## config.mk

```make
export PLATFORM = sky130hd
export DESIGN_NAME = pedal_plausibility_normalizer
export DESIGN_NICKNAME = d
export VERILOG_FILES = /design/src/rtl/core/ppn_pkg.sv /design/src/rtl/core/ppn_lane.sv /design/src/rtl/core/ppn_merge.sv /design/src/rtl/core/pedal_plausibility_normalizer.sv
export SDC_FILE = /design/constraint.sdc
export NUM_CORES = 1
export LEC_CHECK = 0
export BUFFER_PORTS_ARGS = -buffer_cell sky130_fd_sc_hd__buf_4
export CELL_PAD_IN_SITES_DETAIL_PLACEMENT = 1
export CELL_PAD_IN_SITES_GLOBAL_PLACEMENT = 2
export CORE_ASPECT_RATIO = 1.25
export CORE_MARGIN = 4
export CORE_UTILIZATION = 25
export CTS_CLUSTER_DIAMETER = 200
export DETAILED_ROUTE_END_ITERATION = 7
export PLACE_DENSITY = 0.64
export SLEW_MARGIN = 40
export SYNTH_ARGS = -nofsm -noshare
export SYNTH_HDL_FRONTEND = slang
export SYNTH_HIERARCHICAL = 1
export SYNTH_SLANG_ARGS = --single-unit
export TNS_END_PERCENT = 5
```

## constraint.sdc

```tcl
create_clock -name aclk -period 18.9 [get_ports aclk]
set_input_delay 3.78 -clock aclk [delete_from_list [all_inputs] [get_ports aclk]]
set_output_delay 3.78 -clock aclk [all_outputs]
set_load 0.01 [all_outputs]
```

## src/rtl/core/ppn_pkg.sv

```systemverilog
// Shared types and constants of the pedal plausibility normalizer.
package ppn_pkg;

    // Default widths
    localparam int SAMPLE_BITS_DEF   = 12;
    localparam int FRACTION_BITS_DEF = 15;
    localparam int CMD_BITS          = 16;

    // Window margins in ADC codes
    localparam int ACC1_MARGIN  = 20;
    localparam int ACC2_MARGIN  = 50;
    localparam int BRAKE_MARGIN = 20;

    // Calibration register map
    localparam int NUM_REGS  = 6;
    localparam int REG_IDX_W = 3;
    localparam int REG_RESET_END = 4095;

    typedef enum logic [REG_IDX_W-1:0] {
        REG_ACC1_START  = 3'd0,
        REG_ACC1_END    = 3'd1,
        REG_ACC2_START  = 3'd2,
        REG_ACC2_END    = 3'd3,
        REG_BRAKE_START = 3'd4,
        REG_BRAKE_END   = 3'd5
    } reg_idx_t;

    // Fault cause codes
    typedef enum logic [1:0] {
        CAUSE_NONE     = 2'd0,
        CAUSE_RANGE    = 2'd1,
        CAUSE_MISMATCH = 2'd2,
        CAUSE_LATCHED  = 2'd3
    } cause_t;

    // Window flags one lane reports to the merge stage
    typedef struct packed {
        logic below_lo;     // sample under min(start,end) - margin
        logic above_hi;     // sample over max(start,end) + margin
        logic under_start;  // sample under start - margin
    } lane_flags_t;

endpackage

```

## src/rtl/core/ppn_lane.sv

```systemverilog
// One normalization lane: window checks and a radix-2 restoring divider.
module ppn_lane import ppn_pkg::*; #(
    parameter int SAMPLE_BITS   = SAMPLE_BITS_DEF,
    parameter int FRACTION_BITS = FRACTION_BITS_DEF,
    parameter int MARGIN        = ACC1_MARGIN
) (
    input  logic                          aclk,
    input  logic                          aresetn,
    input  logic                          start,
    input  logic [SAMPLE_BITS-1:0]        raw,
    input  logic [SAMPLE_BITS-1:0]        cal_start,
    input  logic [SAMPLE_BITS-1:0]        cal_end,
    output logic                          done,
    output logic signed [FRACTION_BITS+2:0] q,
    output lane_flags_t                   flags
);

    localparam int S    = SAMPLE_BITS;
    localparam int F    = FRACTION_BITS;
    localparam int STEPS = F + 2;
    localparam int CNT_W = $clog2(STEPS + 1);

    localparam logic signed [S+1:0] MARGIN_W = (S+2)'(MARGIN);
    localparam logic [F+1:0]        TWO_MAG  = (F+2)'(1) << (F + 1);
    localparam logic [F+2:0]        ONE_Q    = (F+3)'(1) << F;

    // Setup arithmetic on the incoming request
    logic signed [S+1:0] raw_s, st_s, en_s, num_s, den_s, lo_s, hi_s;
    logic [S-1:0]        num_abs, den_abs;
    logic [S+1:0]        num_abs_w, den_x4;

    always_comb begin
        raw_s     = signed'({2'b00, raw});
        st_s      = signed'({2'b00, cal_start});
        en_s      = signed'({2'b00, cal_end});
        num_s     = raw_s - st_s;
        den_s     = en_s - st_s;
        num_abs   = num_s[S+1] ? S'(-num_s) : num_s[S-1:0];
        den_abs   = den_s[S+1] ? S'(-den_s) : den_s[S-1:0];
        num_abs_w = {2'b00, num_abs};
        den_x4    = {den_abs, 2'b00};
        lo_s      = ((st_s < en_s) ? st_s : en_s) - MARGIN_W;
        hi_s      = ((st_s < en_s) ? en_s : st_s) + MARGIN_W;
    end

    logic              busy_reg, busy_next;
    logic [CNT_W-1:0]  cnt_reg, cnt_next;
    logic [S:0]        rem_reg, rem_next;
    logic [F+1:0]      feed_reg, feed_next;
    logic [F+1:0]      quo_reg, quo_next;
    logic [S-1:0]      den_reg;
    logic              neg_reg, zero_reg, ovf_reg;
    lane_flags_t       flags_reg;

    // One quotient bit per cycle
    logic [S:0] shifted;
    logic       fits;

    always_comb begin
        shifted   = {rem_reg[S-1:0], feed_reg[F+1]};
        fits      = shifted >= {1'b0, den_reg};
        busy_next = busy_reg;
        cnt_next  = cnt_reg;
        rem_next  = rem_reg;
        feed_next = feed_reg;
        quo_next  = quo_reg;
        if (start) begin
            busy_next = 1'b1;
            cnt_next  = CNT_W'(STEPS);
            rem_next  = (S+1)'(num_abs >> 2);
            feed_next = {num_abs[1:0], {F{1'b0}}};
            quo_next  = '0;
        end else if (busy_reg) begin
            rem_next  = fits ? (shifted - {1'b0, den_reg}) : shifted;
            feed_next = {feed_reg[F:0], 1'b0};
            quo_next  = {quo_reg[F:0], fits};
            cnt_next  = cnt_reg - CNT_W'(1);
            busy_next = (cnt_reg != CNT_W'(1));
        end
    end

    always_ff @(posedge aclk) begin
        if (!aresetn) begin
            busy_reg <= 1'b0;
            cnt_reg  <= '0;
        end else begin
            busy_reg <= busy_next;
            cnt_reg  <= cnt_next;
        end
    end

    always_ff @(posedge aclk) begin
        rem_reg  <= rem_next;
        feed_reg <= feed_next;
        quo_reg  <= quo_next;
        if (start) begin
            den_reg               <= den_abs;
            neg_reg               <= num_s[S+1] ^ den_s[S+1];
            zero_reg              <= (den_abs == '0);
            ovf_reg               <= (num_abs_w >= den_x4);
            flags_reg.below_lo    <= raw_s < lo_s;
            flags_reg.above_hi    <= raw_s > hi_s;
            flags_reg.under_start <= raw_s < (st_s - MARGIN_W);
        end
    end

    // Saturate to two, apply sign, zero span reads full scale
    logic [F+1:0] mag;
    logic [F+2:0] mag_w;

    always_comb begin
        mag   = (ovf_reg || (quo_reg > TWO_MAG)) ? TWO_MAG : quo_reg;
        mag_w = {1'b0, mag};
        if (zero_reg) begin
            q = signed'(ONE_Q);
        end else if (neg_reg) begin
            q = signed'(-mag_w);
        end else begin
            q = signed'(mag_w);
        end
    end

    assign done  = ~busy_reg;
    assign flags = flags_reg;

endmodule

```

## src/rtl/core/ppn_merge.sv

```systemverilog
// Merge stage: plausibility decisions, latch, clamps and result register.
module ppn_merge import ppn_pkg::*; #(
    parameter int FRACTION_BITS = FRACTION_BITS_DEF
) (
    input  logic                            aclk,
    input  logic                            aresetn,
    input  logic                            load,
    input  logic signed [FRACTION_BITS+2:0] q_acc1,
    input  logic signed [FRACTION_BITS+2:0] q_acc2,
    input  logic signed [FRACTION_BITS+2:0] q_brake,
    input  lane_flags_t                     flags_acc1,
    input  lane_flags_t                     flags_acc2,
    input  lane_flags_t                     flags_brake,
    output logic [CMD_BITS-1:0]             accel_command,
    output logic [CMD_BITS-1:0]             brake_command,
    output logic                            implausible,
    output cause_t                          fault_cause
);

    localparam int F       = FRACTION_BITS;
    localparam int ONE_I   = 1 << F;
    localparam int TENTH_I = (ONE_I + 5) / 10;
    localparam int FIFTH_I = (2 * ONE_I + 5) / 10;
    localparam int TWENT_I = (ONE_I + 10) / 20;

    localparam logic signed [F+3:0] ONE_W   = (F+4)'(ONE_I);
    localparam logic signed [F+3:0] TENTH_W = (F+4)'(TENTH_I);
    localparam logic signed [F+3:0] FIFTH_W = (F+4)'(FIFTH_I);
    localparam logic signed [F+3:0] TWENT_W = (F+4)'(TWENT_I);
    localparam logic [F:0]          TENTH_U = (F+1)'(TENTH_I);

    logic          latch_reg, latch_next;
    logic [F:0]    prev_reg, prev_next;
    logic [F:0]    accel_reg, brake_reg;
    cause_t        cause_reg, cause_next;

    logic signed [F+3:0] q1_w, q2_w, qb_w, b_w, sum_w, diff_w, adiff_w, mean_w, acc_w;
    logic [F:0]          b_val, acc_val;
    logic                range_bad, latch_t;

    // Decision logic
    always_comb begin
        q1_w    = {q_acc1[F+2], q_acc1};
        q2_w    = {q_acc2[F+2], q_acc2};
        qb_w    = {q_brake[F+2], q_brake};

        // brake: clamp to one, deadband, below-start cut
        b_w = (qb_w > ONE_W) ? ONE_W : qb_w;
        if (b_w < TWENT_W || flags_brake.under_start) begin
            b_w = '0;
        end
        b_val = b_w[F:0];

        sum_w   = q1_w + q2_w;
        diff_w  = q1_w - q2_w;
        adiff_w = diff_w[F+3] ? -diff_w : diff_w;
        mean_w  = signed'(sum_w + (F+4)'(sum_w[F+3])) >>> 1;
        acc_w   = (mean_w > ONE_W) ? ONE_W : mean_w;

        range_bad = flags_acc1.below_lo | flags_acc1.above_hi
                  | flags_acc2.below_lo | flags_acc2.above_hi;

        latch_next = latch_reg;
        cause_next = CAUSE_NONE;
        acc_val    = '0;
        latch_t    = latch_reg;
        if (range_bad) begin
            latch_next = 1'b1;
            cause_next = CAUSE_RANGE;
        end else if (adiff_w > TENTH_W) begin
            latch_next = 1'b1;
            cause_next = CAUSE_MISMATCH;
        end else begin
            if (b_w > FIFTH_W && prev_reg > TENTH_U) begin
                latch_t = 1'b1;
            end
            if (mean_w < TWENT_W) begin
                latch_t = 1'b0;
            end
            latch_next = latch_t;
            if (!latch_t) begin
                acc_val = (acc_w < TWENT_W) ? '0 : acc_w[F:0];
            end else begin
                cause_next = CAUSE_LATCHED;
            end
        end
        prev_next = acc_val;
    end

    // State updates once per request
    always_ff @(posedge aclk) begin
        if (!aresetn) begin
            latch_reg <= 1'b0;
            prev_reg  <= '0;
        end else if (load) begin
            latch_reg <= latch_next;
            prev_reg  <= prev_next;
        end
    end

    always_ff @(posedge aclk) begin
        if (load) begin
            accel_reg <= acc_val;
            brake_reg <= b_val;
            cause_reg <= cause_next;
        end
    end

    // Result fields at command width
    logic [F+CMD_BITS:0] accel_ext, brake_ext;

    always_comb begin
        accel_ext = {{CMD_BITS{1'b0}}, accel_reg};
        brake_ext = {{CMD_BITS{1'b0}}, brake_reg};
    end

    assign accel_command = accel_ext[CMD_BITS-1:0];
    assign brake_command = brake_ext[CMD_BITS-1:0];
    assign implausible   = (cause_reg != CAUSE_NONE);
    assign fault_cause   = cause_reg;

endmodule

```

## src/rtl/core/pedal_plausibility_normalizer.sv

```systemverilog
// Top level of the pedal plausibility normalizer: three lanes, merge stage, control.
//
//  Channel   Ports              Payload (low bits first)
//  input     s_axis_t*          acc1_sample, acc2_sample, brake_sample
//  result    m_axis_t*          tdata: accel_command, brake_command;
//                               tuser: implausible, fault_cause
//  config    cfg_wr_*           register index, calibration code
//
// A request runs through the restoring dividers in the three lanes, which make
// one quotient bit a cycle, FRACTION_BITS + 2 bits; then, once the result
// register is free, the merge stage loads it.
// Reset (aresetn low, synchronous) clears the latch, the previous demand and
// all valid flags; calibration returns to start 0, end all ones.
// A stalled result blocks the next load, never the lanes already running.
module pedal_plausibility_normalizer import ppn_pkg::*; #(
    parameter int SAMPLE_BITS   = SAMPLE_BITS_DEF,
    parameter int FRACTION_BITS = FRACTION_BITS_DEF
) (
    input  logic                 aclk,
    input  logic                 aresetn,
    input  logic                 s_axis_tvalid,
    output logic                 s_axis_tready,
    // acc1_sample, acc2_sample, brake_sample, zero fill to bytes
    input  logic [((3*SAMPLE_BITS+7)/8)*8-1:0] s_axis_tdata,
    output logic                 m_axis_tvalid,
    input  logic                 m_axis_tready,
    // accel_command, brake_command
    output logic [2*CMD_BITS-1:0] m_axis_tdata,
    // implausible, fault_cause
    output logic [2:0]           m_axis_tuser,
    input  logic                 cfg_wr_en,
    input  logic [REG_IDX_W-1:0] cfg_index,
    input  logic [SAMPLE_BITS-1:0] cfg_wr_data
);

    localparam int S = SAMPLE_BITS;
    localparam int F = FRACTION_BITS;
    localparam logic [S-1:0] END_RESET = S'(REG_RESET_END);

    typedef enum logic [1:0] {
        ST_IDLE = 2'b01,
        ST_BUSY = 2'b10
    } state_t;

    // Calibration registers
    logic [S-1:0] cal_reg [NUM_REGS];

    always_ff @(posedge aclk) begin
        if (!aresetn) begin
            cal_reg[REG_ACC1_START]  <= '0;
            cal_reg[REG_ACC1_END]    <= END_RESET;
            cal_reg[REG_ACC2_START]  <= '0;
            cal_reg[REG_ACC2_END]    <= END_RESET;
            cal_reg[REG_BRAKE_START] <= '0;
            cal_reg[REG_BRAKE_END]   <= END_RESET;
        end else if (cfg_wr_en) begin
            case (cfg_index)
                REG_ACC1_START:  cal_reg[REG_ACC1_START]  <= cfg_wr_data;
                REG_ACC1_END:    cal_reg[REG_ACC1_END]    <= cfg_wr_data;
                REG_ACC2_START:  cal_reg[REG_ACC2_START]  <= cfg_wr_data;
                REG_ACC2_END:    cal_reg[REG_ACC2_END]    <= cfg_wr_data;
                REG_BRAKE_START: cal_reg[REG_BRAKE_START] <= cfg_wr_data;
                REG_BRAKE_END:   cal_reg[REG_BRAKE_END]   <= cfg_wr_data;
                default: ;
            endcase
        end
    end

    // Control
    state_t state_reg, state_next;
    logic   m_valid_reg, m_valid_next;
    logic   accept, load, lanes_done, out_free;
    logic   done1, done2, doneb;

    assign s_axis_tready = (state_reg == ST_IDLE);
    assign accept        = s_axis_tvalid & s_axis_tready;
    assign lanes_done    = done1 & done2 & doneb;
    assign out_free      = ~m_valid_reg | m_axis_tready;
    assign load          = (state_reg == ST_BUSY) & lanes_done & out_free;

    always_comb begin
        state_next   = state_reg;
        m_valid_next = m_valid_reg;
        if (m_axis_tready) begin
            m_valid_next = 1'b0;
        end
        case (state_reg)
            ST_IDLE: begin
                if (accept) begin
                    state_next = ST_BUSY;
                end
            end
            ST_BUSY: begin
                if (load) begin
                    state_next   = ST_IDLE;
                    m_valid_next = 1'b1;
                end
            end
            default: state_next = ST_IDLE;
        endcase
    end

    always_ff @(posedge aclk) begin
        if (!aresetn) begin
            state_reg   <= ST_IDLE;
            m_valid_reg <= 1'b0;
        end else begin
            state_reg   <= state_next;
            m_valid_reg <= m_valid_next;
        end
    end

    // Lanes
    logic signed [F+2:0] q1, q2, qb;
    lane_flags_t         fl1, fl2, flb;

    ppn_lane #(
        .SAMPLE_BITS(S), .FRACTION_BITS(F), .MARGIN(ACC1_MARGIN)
    ) u_lane_acc1 (
        .aclk(aclk), .aresetn(aresetn), .start(accept),
        .raw(s_axis_tdata[S-1:0]),
        .cal_start(cal_reg[REG_ACC1_START]), .cal_end(cal_reg[REG_ACC1_END]),
        .done(done1), .q(q1), .flags(fl1)
    );

    ppn_lane #(
        .SAMPLE_BITS(S), .FRACTION_BITS(F), .MARGIN(ACC2_MARGIN)
    ) u_lane_acc2 (
        .aclk(aclk), .aresetn(aresetn), .start(accept),
        .raw(s_axis_tdata[2*S-1:S]),
        .cal_start(cal_reg[REG_ACC2_START]), .cal_end(cal_reg[REG_ACC2_END]),
        .done(done2), .q(q2), .flags(fl2)
    );

    ppn_lane #(
        .SAMPLE_BITS(S), .FRACTION_BITS(F), .MARGIN(BRAKE_MARGIN)
    ) u_lane_brake (
        .aclk(aclk), .aresetn(aresetn), .start(accept),
        .raw(s_axis_tdata[3*S-1:2*S]),
        .cal_start(cal_reg[REG_BRAKE_START]), .cal_end(cal_reg[REG_BRAKE_END]),
        .done(doneb), .q(qb), .flags(flb)
    );

    // Merge
    logic [CMD_BITS-1:0] accel_cmd, brake_cmd;
    logic                implausible;
    cause_t              cause;

    ppn_merge #(
        .FRACTION_BITS(F)
    ) u_merge (
        .aclk(aclk), .aresetn(aresetn), .load(load),
        .q_acc1(q1), .q_acc2(q2), .q_brake(qb),
        .flags_acc1(fl1), .flags_acc2(fl2), .flags_brake(flb),
        .accel_command(accel_cmd), .brake_command(brake_cmd),
        .implausible(implausible), .fault_cause(cause)
    );

    assign m_axis_tvalid = m_valid_reg;
    assign m_axis_tdata  = {brake_cmd, accel_cmd};
    assign m_axis_tuser  = {cause, implausible};

`ifndef ASSERT_OFF
    // A fault always forces the accelerator demand to zero
    assert property (@(posedge aclk) disable iff (!aresetn)
        m_axis_tvalid && implausible |-> accel_cmd == '0)
        else $error("accel demand nonzero under fault");

    // The fault flag agrees with the cause code
    assert property (@(posedge aclk) disable iff (!aresetn)
        m_axis_tvalid |-> implausible == (cause != CAUSE_NONE))
        else $error("fault flag and cause disagree");

    // A result is loaded only from finished lanes into a free register
    assert property (@(posedge aclk) disable iff (!aresetn)
        load |-> lanes_done && out_free)
        else $error("result loaded early");

    // An accepted request closes the input until its result is loaded
    assert property (@(posedge aclk) disable iff (!aresetn)
        accept |=> !s_axis_tready && !lanes_done)
        else $error("input reopened while lanes busy");
`endif

endmodule
```

After elaboration in Yosys (flattened, before gate mapping)
Memory sizes are Yosys's and may differ from the RTL's.
Cells that the tools add are included.
Storage, ports and cells
  memories: 1
  register bits after elaboration: 215
  output and inout bits: 37
  memory bits (writable): 72
Cells by class
  eq/ne operators: 12
  multiplexer cells: 99
  add/sub/neg operators: 30
  $lt $le $gt $ge: 24
  reduce and logical (&&, ||, !) cells: 15
  bitwise logic cells: 23
Memory list
  cal_reg: words 6, width 12, read ports 6, clocked after memory_dff 0, wr ports 6, RTL line pedal_plausibility_normalizer.sv:46  | logic [S-1:0] cal_reg [NUM_REGS];
Operator list (count)
  two-way mux 12 bit: 19
  two-way mux 17 bit: 9
  two-way mux 18 bit: 6
  subtractor 12 x 12 -> 13 bit: 6
  two-way mux 19 bit: 4
  negation 12 bit: 6
  two-way mux 16 bit: 4
  two-way mux 10 bit: 6
  negation 17 -> 18 bit: 3
  greater-than comparator 17 bit (second input constant): 3
  greater-or-equal comparator 12 x 14 -> 1 bit: 3
  < comparator 13 x 14 -> 1 bit: 3
  two-way mux 1 bit: 40
  greater-or-equal comparator 13 x 12 -> 1 bit: 3
  < comparator 19 x 12 -> 1 bit (second input constant): 2
  greater-than comparator 18 x 17 -> 1 bit (second input constant): 2
  zero test 12 bit: 3
  subtractor 12 bit: 3
  two-way mux 5 bit: 6
  greater-than comparator 13 x 14 -> 1 bit: 2
  < comparator 12 bit: 2
  adder 18 x 18 -> 19 bit: 1
  adder 19 x 1 -> 19 bit: 1
  greater-than comparator 19 x 13 -> 1 bit (second input constant): 1
  other kinds (31): 65

Depth between registers and ports, before layout
  depth after elaboration: 20
  depth in mapped cells: 33

By module
Netlist, hierarchy kept.
Modules (own cells, without submodules)
  ppn_lane at u_lane_acc1 ...: area an instance 6979.2 µm², sequential area each 1401.3 µm², cells each 877, times used 2
  ppn_lane at u_lane_acc2: area an instance 6836.6 µm², sequential area each 1401.3 µm², cells each 851, times used 1
  ppn_merge: area an instance 5377.7 µm², sequential area each 1341.3 µm², cells each 637, times used 1
  pedal_plausibility_normalizer: area an instance 2891.5 µm², sequential area each 2222.1 µm², cells each 184, times used 1

Least setup slack after synthesis
Ideal clock, no wire load.
  path type: input to register
  start point: in m_axis_tready
  end point: reg u_merge.prev_reg[2]
  arrival: 7526 ps
  path buffers: 0
  path slack: 11314 ps
  stages on the path: 5
  path through: nor2b_1 nor3_1 inv_1 nor2_1 a41o_1
On the way
  cells in the longest elaborated chain, start to end: 2
Ends and longest elaborated chain
  start: declaration: RTL line pedal_plausibility_normalizer.sv:26  | input logic m_axis_tready,
  OR 1 bit: RTL line pedal_plausibility_normalizer.sv:78  | assign out_free = ~m_valid_reg | m_axis_tready;
  bitwise AND 1 bit: RTL line pedal_plausibility_normalizer.sv:79  | assign load = (state_reg == ST_BUSY) & lanes_done & out_free;
  net load: RTL line pedal_plausibility_normalizer.sv:72  | logic accept, load, lanes_done, out_free;
  end signal: assignment: RTL line ppn_merge.sv:97  | prev_reg <= prev_next;
  end: declaration: RTL line ppn_merge.sv:33  | logic [F:0] prev_reg, prev_next;
The timed path passes the listed nets, and every way through them passes these cells.
A chain may end at the register's enable or synchronous reset.

Final worst setup path
  start point: reg u_lane_acc2.quo_reg[2]
  end point: reg u_merge.accel_reg[10], in the netlist u_merge/accel_command[10], data pin
On the way
  cells in the longest elaborated chain, start to end: 15
Ends and longest elaborated chain
  start: declaration: RTL line ppn_lane.sv:50  | logic [F+1:0] quo_reg, quo_next;
  start signal: assignment: RTL line ppn_lane.sv:95  | quo_reg <= quo_next;
  greater-than comparator 17 bit: RTL line ppn_lane.sv:112  | mag = (ovf_reg || (quo_reg > TWO_MAG)) ? TWO_MAG : quo_reg;
  logical OR 1 bit: RTL line ppn_lane.sv:112
  two-way mux 17 bit *: RTL line ppn_lane.sv:112
  negation 17 -> 18 bit: RTL line ppn_lane.sv:117  | q = signed'(-mag_w);
  two-way mux 18 bit *: RTL line ppn_lane.sv:116  | end else if (neg_reg) begin
  two-way mux 18 bit *: RTL line ppn_lane.sv:114  | if (zero_reg) begin
  net q2[8]: RTL line pedal_plausibility_normalizer.sv:114  | logic signed [F+2:0] q1, q2, qb;
  adder 18 x 18 -> 19 bit: RTL line ppn_merge.sv:54  | sum_w = q1_w + q2_w;
  adder 19 x 1 -> 19 bit: RTL line ppn_merge.sv:57  | mean_w = signed'(sum_w + (F+4)'(sum_w[F+3])) >>> 1;
  greater-than comparator 18 x 17 -> 1 bit / < comparator 18 x 12 -> 1 bit (equally long branches): RTL line ppn_merge.sv:58, ppn_merge.sv:77
  two-way mux 19 bit / two-way mux 1 bit (equally long branches): RTL line ppn_merge.sv:58, ppn_merge.sv:77
  < comparator 19 x 12 -> 1 bit / two-way mux 1 bit (equally long branches): RTL line ppn_merge.sv:82, ppn_merge.sv:70
  two-way mux 16 bit / two-way mux 1 bit (equally long branches): RTL line ppn_merge.sv:82, ppn_merge.sv:67
  two-way mux 16 bit: RTL line ppn_merge.sv:81  | if (!latch_t) begin
  two-way mux 16 bit *: RTL line ppn_merge.sv:70  | end else if (adiff_w > TENTH_W) begin
  two-way mux 16 bit *: RTL line ppn_merge.sv:67  | if (range_bad) begin
  net u_merge.acc_val[10]: RTL line ppn_merge.sv:38  | logic [F:0] b_val, acc_val;
  end signal: assignment: RTL line ppn_merge.sv:103  | accel_reg <= acc_val;
  end: declaration: RTL line ppn_merge.sv:34  | logic [F:0] accel_reg, brake_reg;
Mark *: on every way through the listed nets, which the timed path passes. The rest lies on a longest branch. The select of a mux whose other input is x is not followed.

==> flow_metrics.tcl <==
set metrics [dict create \
    cts_tree "yes" \
    drtPass1Iterations 7 \
    cts_sinks 286 \
    period_minus_slack_ns 8.61 \
    finalMaxSlewViolations 0 \
    num_vias 23100 \
    core.rowCount 134 \
    critical_path_depth 30 \
    wl_per_cell_um 18.6 \
    dr.first_iter.drc_count 889 \
    utilization_pct 28.5 \
    yosysWarningCount 6 \
    p_leak_nw 11.9 \
    grt_overflow 0 \
    die_y_um 375 \
    drv_cap 0 \
    seqPwrFrac_pct 24.2 \
    cts_setup_buffers 0 \
    crit_slowest_cell "or4b_4" \
    pwr-share-comb_pct 54.7 \
    hpwl_um 68900 \
    setup_viol 0 \
    die_area_um2 113000 \
    drc 0 \
    powerDensity_nw_per_um2 115 \
    crit_path_max_fanout 16 \
    critPathTopFamily "simple AND/OR/NAND/NOR gates" \
    drive_gt1_share_pct 9.52 \
    finalClockSkew_ns 0.0333 \
    slew_headroom_pct 45.3 \
    gp_congestion 0.782 \
    antenna_found_initial 6 \
    worstSetupStartpoint "u_lane_acc2/quo_reg[2]" \
    hold_path.class "reg -> reg" \
    cts-htree-levels 2 \
    crit_path_frequent_cell "nand2_1" \
    cts_hold_buf 0 \
    r2r_end "u_merge/accel_command[10]" \
    cp.required_ns 19.31 \
    max_freq_mhz 116 \
    ctsResizeCount 0 \
    floorplan.initialDensity_pct 25.2 \
    ff2ff_path_depth 30 \
    synth_area_um2 26900 \
    layout_common_cells "276 x nor2_1, 252 x ha_1, 210 x inv_1" \
    r2r_slack_ns 10.29 \
    grt_util_all_layers_pct 15.0 \
    clkTransAtPathRegs_ns 0.06 \
    vdd_drop_max_mv 0.0544 \
    io_buffers 92 \
    root_buffer "clkbuf_16" \
    max_stage_delay_ns 0.68 \
    core_area_um2 107000 \
    insertion_delay_ns 0.58 \
    avgSynthCellArea_um2 8.59 \
    fin_nets 3497 \
    worstSetupStartpointType "flop" \
    max_slew.worst_pin.slew_ns 0.817 \
    grt_pass1_wl_um 137000 \
    timing.final.crit_share_pct 45.6 \
    cp-endpoint "u_merge/accel_command[10]" \
    switchingPower_w 0.00149 \
    fill_cells 12600 \
    syn_nets 3456 \
    arrival_ns 9.03 \
    status "completed" \
    setup_tns_ns 0 \
    synthCells 3133 \
    rsz0062_at_grt "false" \
    pin_count 97 \
    ctsLongestPathBuffers 3 \
    grt_max_degree 62 \
    cp-end-kind "flop" \
    cts_made_buffers 37 \
    crit_type "reg -> reg" \
    timing.critical_path.buf_inv 3 \
    whs_ns 0.472 \
    largest_reg_flops 72 \
    ant_nets 0 \
    clkPwrFrac_pct 21.1 \
    avgViaCountPerCell 4.99 \
    final_common_cell "nor2_1" \
    drt-total-wl_um 86000 \
    hold_violations 0 \
    r2r_start "u_lane_acc2/quo_reg[2]" \
    area_delta_synth_final_pct 13.2 \
    grt_pass1_vias 24100 \
    switching_share_pct 42.6 \
    die_w_um 302 \
    p_int_w 0.00201 \
]
-- per-layer routing --
layer	part of all wire, %	track usage, %	up-vias	wire length [um]
met2	51	27.8	232	44200
met3	2.5	1.55	86	2150
met4	2.3	3.74	0	1970
met5	0	0	-	0
li1	-	-	11600	-
met1	44	18.3	11200	37600
-- how the worst min path moves through the flow --
| stage | depth (start not counted) | slack [ns] | startpoint | endpoint |
|---|---|---|---|---|
| global route | 2 | 0.50 | u_merge/prev_reg[15] | u_merge/prev_reg[15] |
| CTS | 2 | 0.47 | u_merge/prev_reg[15] | u_merge/prev_reg[15] |
| detailed placement | 2 | 0.46 | u_merge/prev_reg[15] | u_merge/prev_reg[15] |
| global placement | 2 | 0.46 | u_merge/prev_reg[15] | u_merge/prev_reg[15] |
| finish | 2 | 0.47 | u_merge/prev_reg[15] | u_merge/prev_reg[15] |
| floorplan | 2 | 0.44 | u_merge/prev_reg[15] | u_merge/prev_reg[15] |
-- cell type report --
class	count	area, um2	area share, %
Sequential cell	286	7650	25.1
Clock inverter	26	304	0.998
Inverter	215	807	2.65
Antenna cell	1	2.50	0.00821
Clock buffer	42	966	3.17
Tap cell	1428	1790	5.86
Multi-Input combinational cell	2520	18100	59.4
Timing Repair Buffer	114	856	2.81
-- tightest hold or removal path: cells and delay by family (launching register included) --
kind,cells,cell delay [ns]
flops,1,0.31
simple gates,1,0.06
compound gates,1,0.05
-- per-stage QoR --
step                total power [W]  std cells  cell area, um2  setup WS, ns
finish                      0.00351       4632           30500         10.29
detailed placement          0.00280       4562           29200         10.19
global route                0.00382       4631           30500          9.44
global placement            0.00278       4562           29100         10.15
CTS                         0.00357       4630           30500         10.14
floorplan                   0.00229       3133           26900         11.31
-- power by group through the flow --
stage	combinational (W)	clock [W]	sequential, W
2_1_floorplan	0.00146	0	0.000830
3_3_place_gp	0.00192	0	0.000861
3_5_place_dp	0.00194	0	0.000863
4_1_cts	0.00195	0.000772	0.000850
5_1_grt	0.00217	0.000795	0.000861
6_report	0.00192	0.000739	0.000849
(Power assumes the default switching activity.)
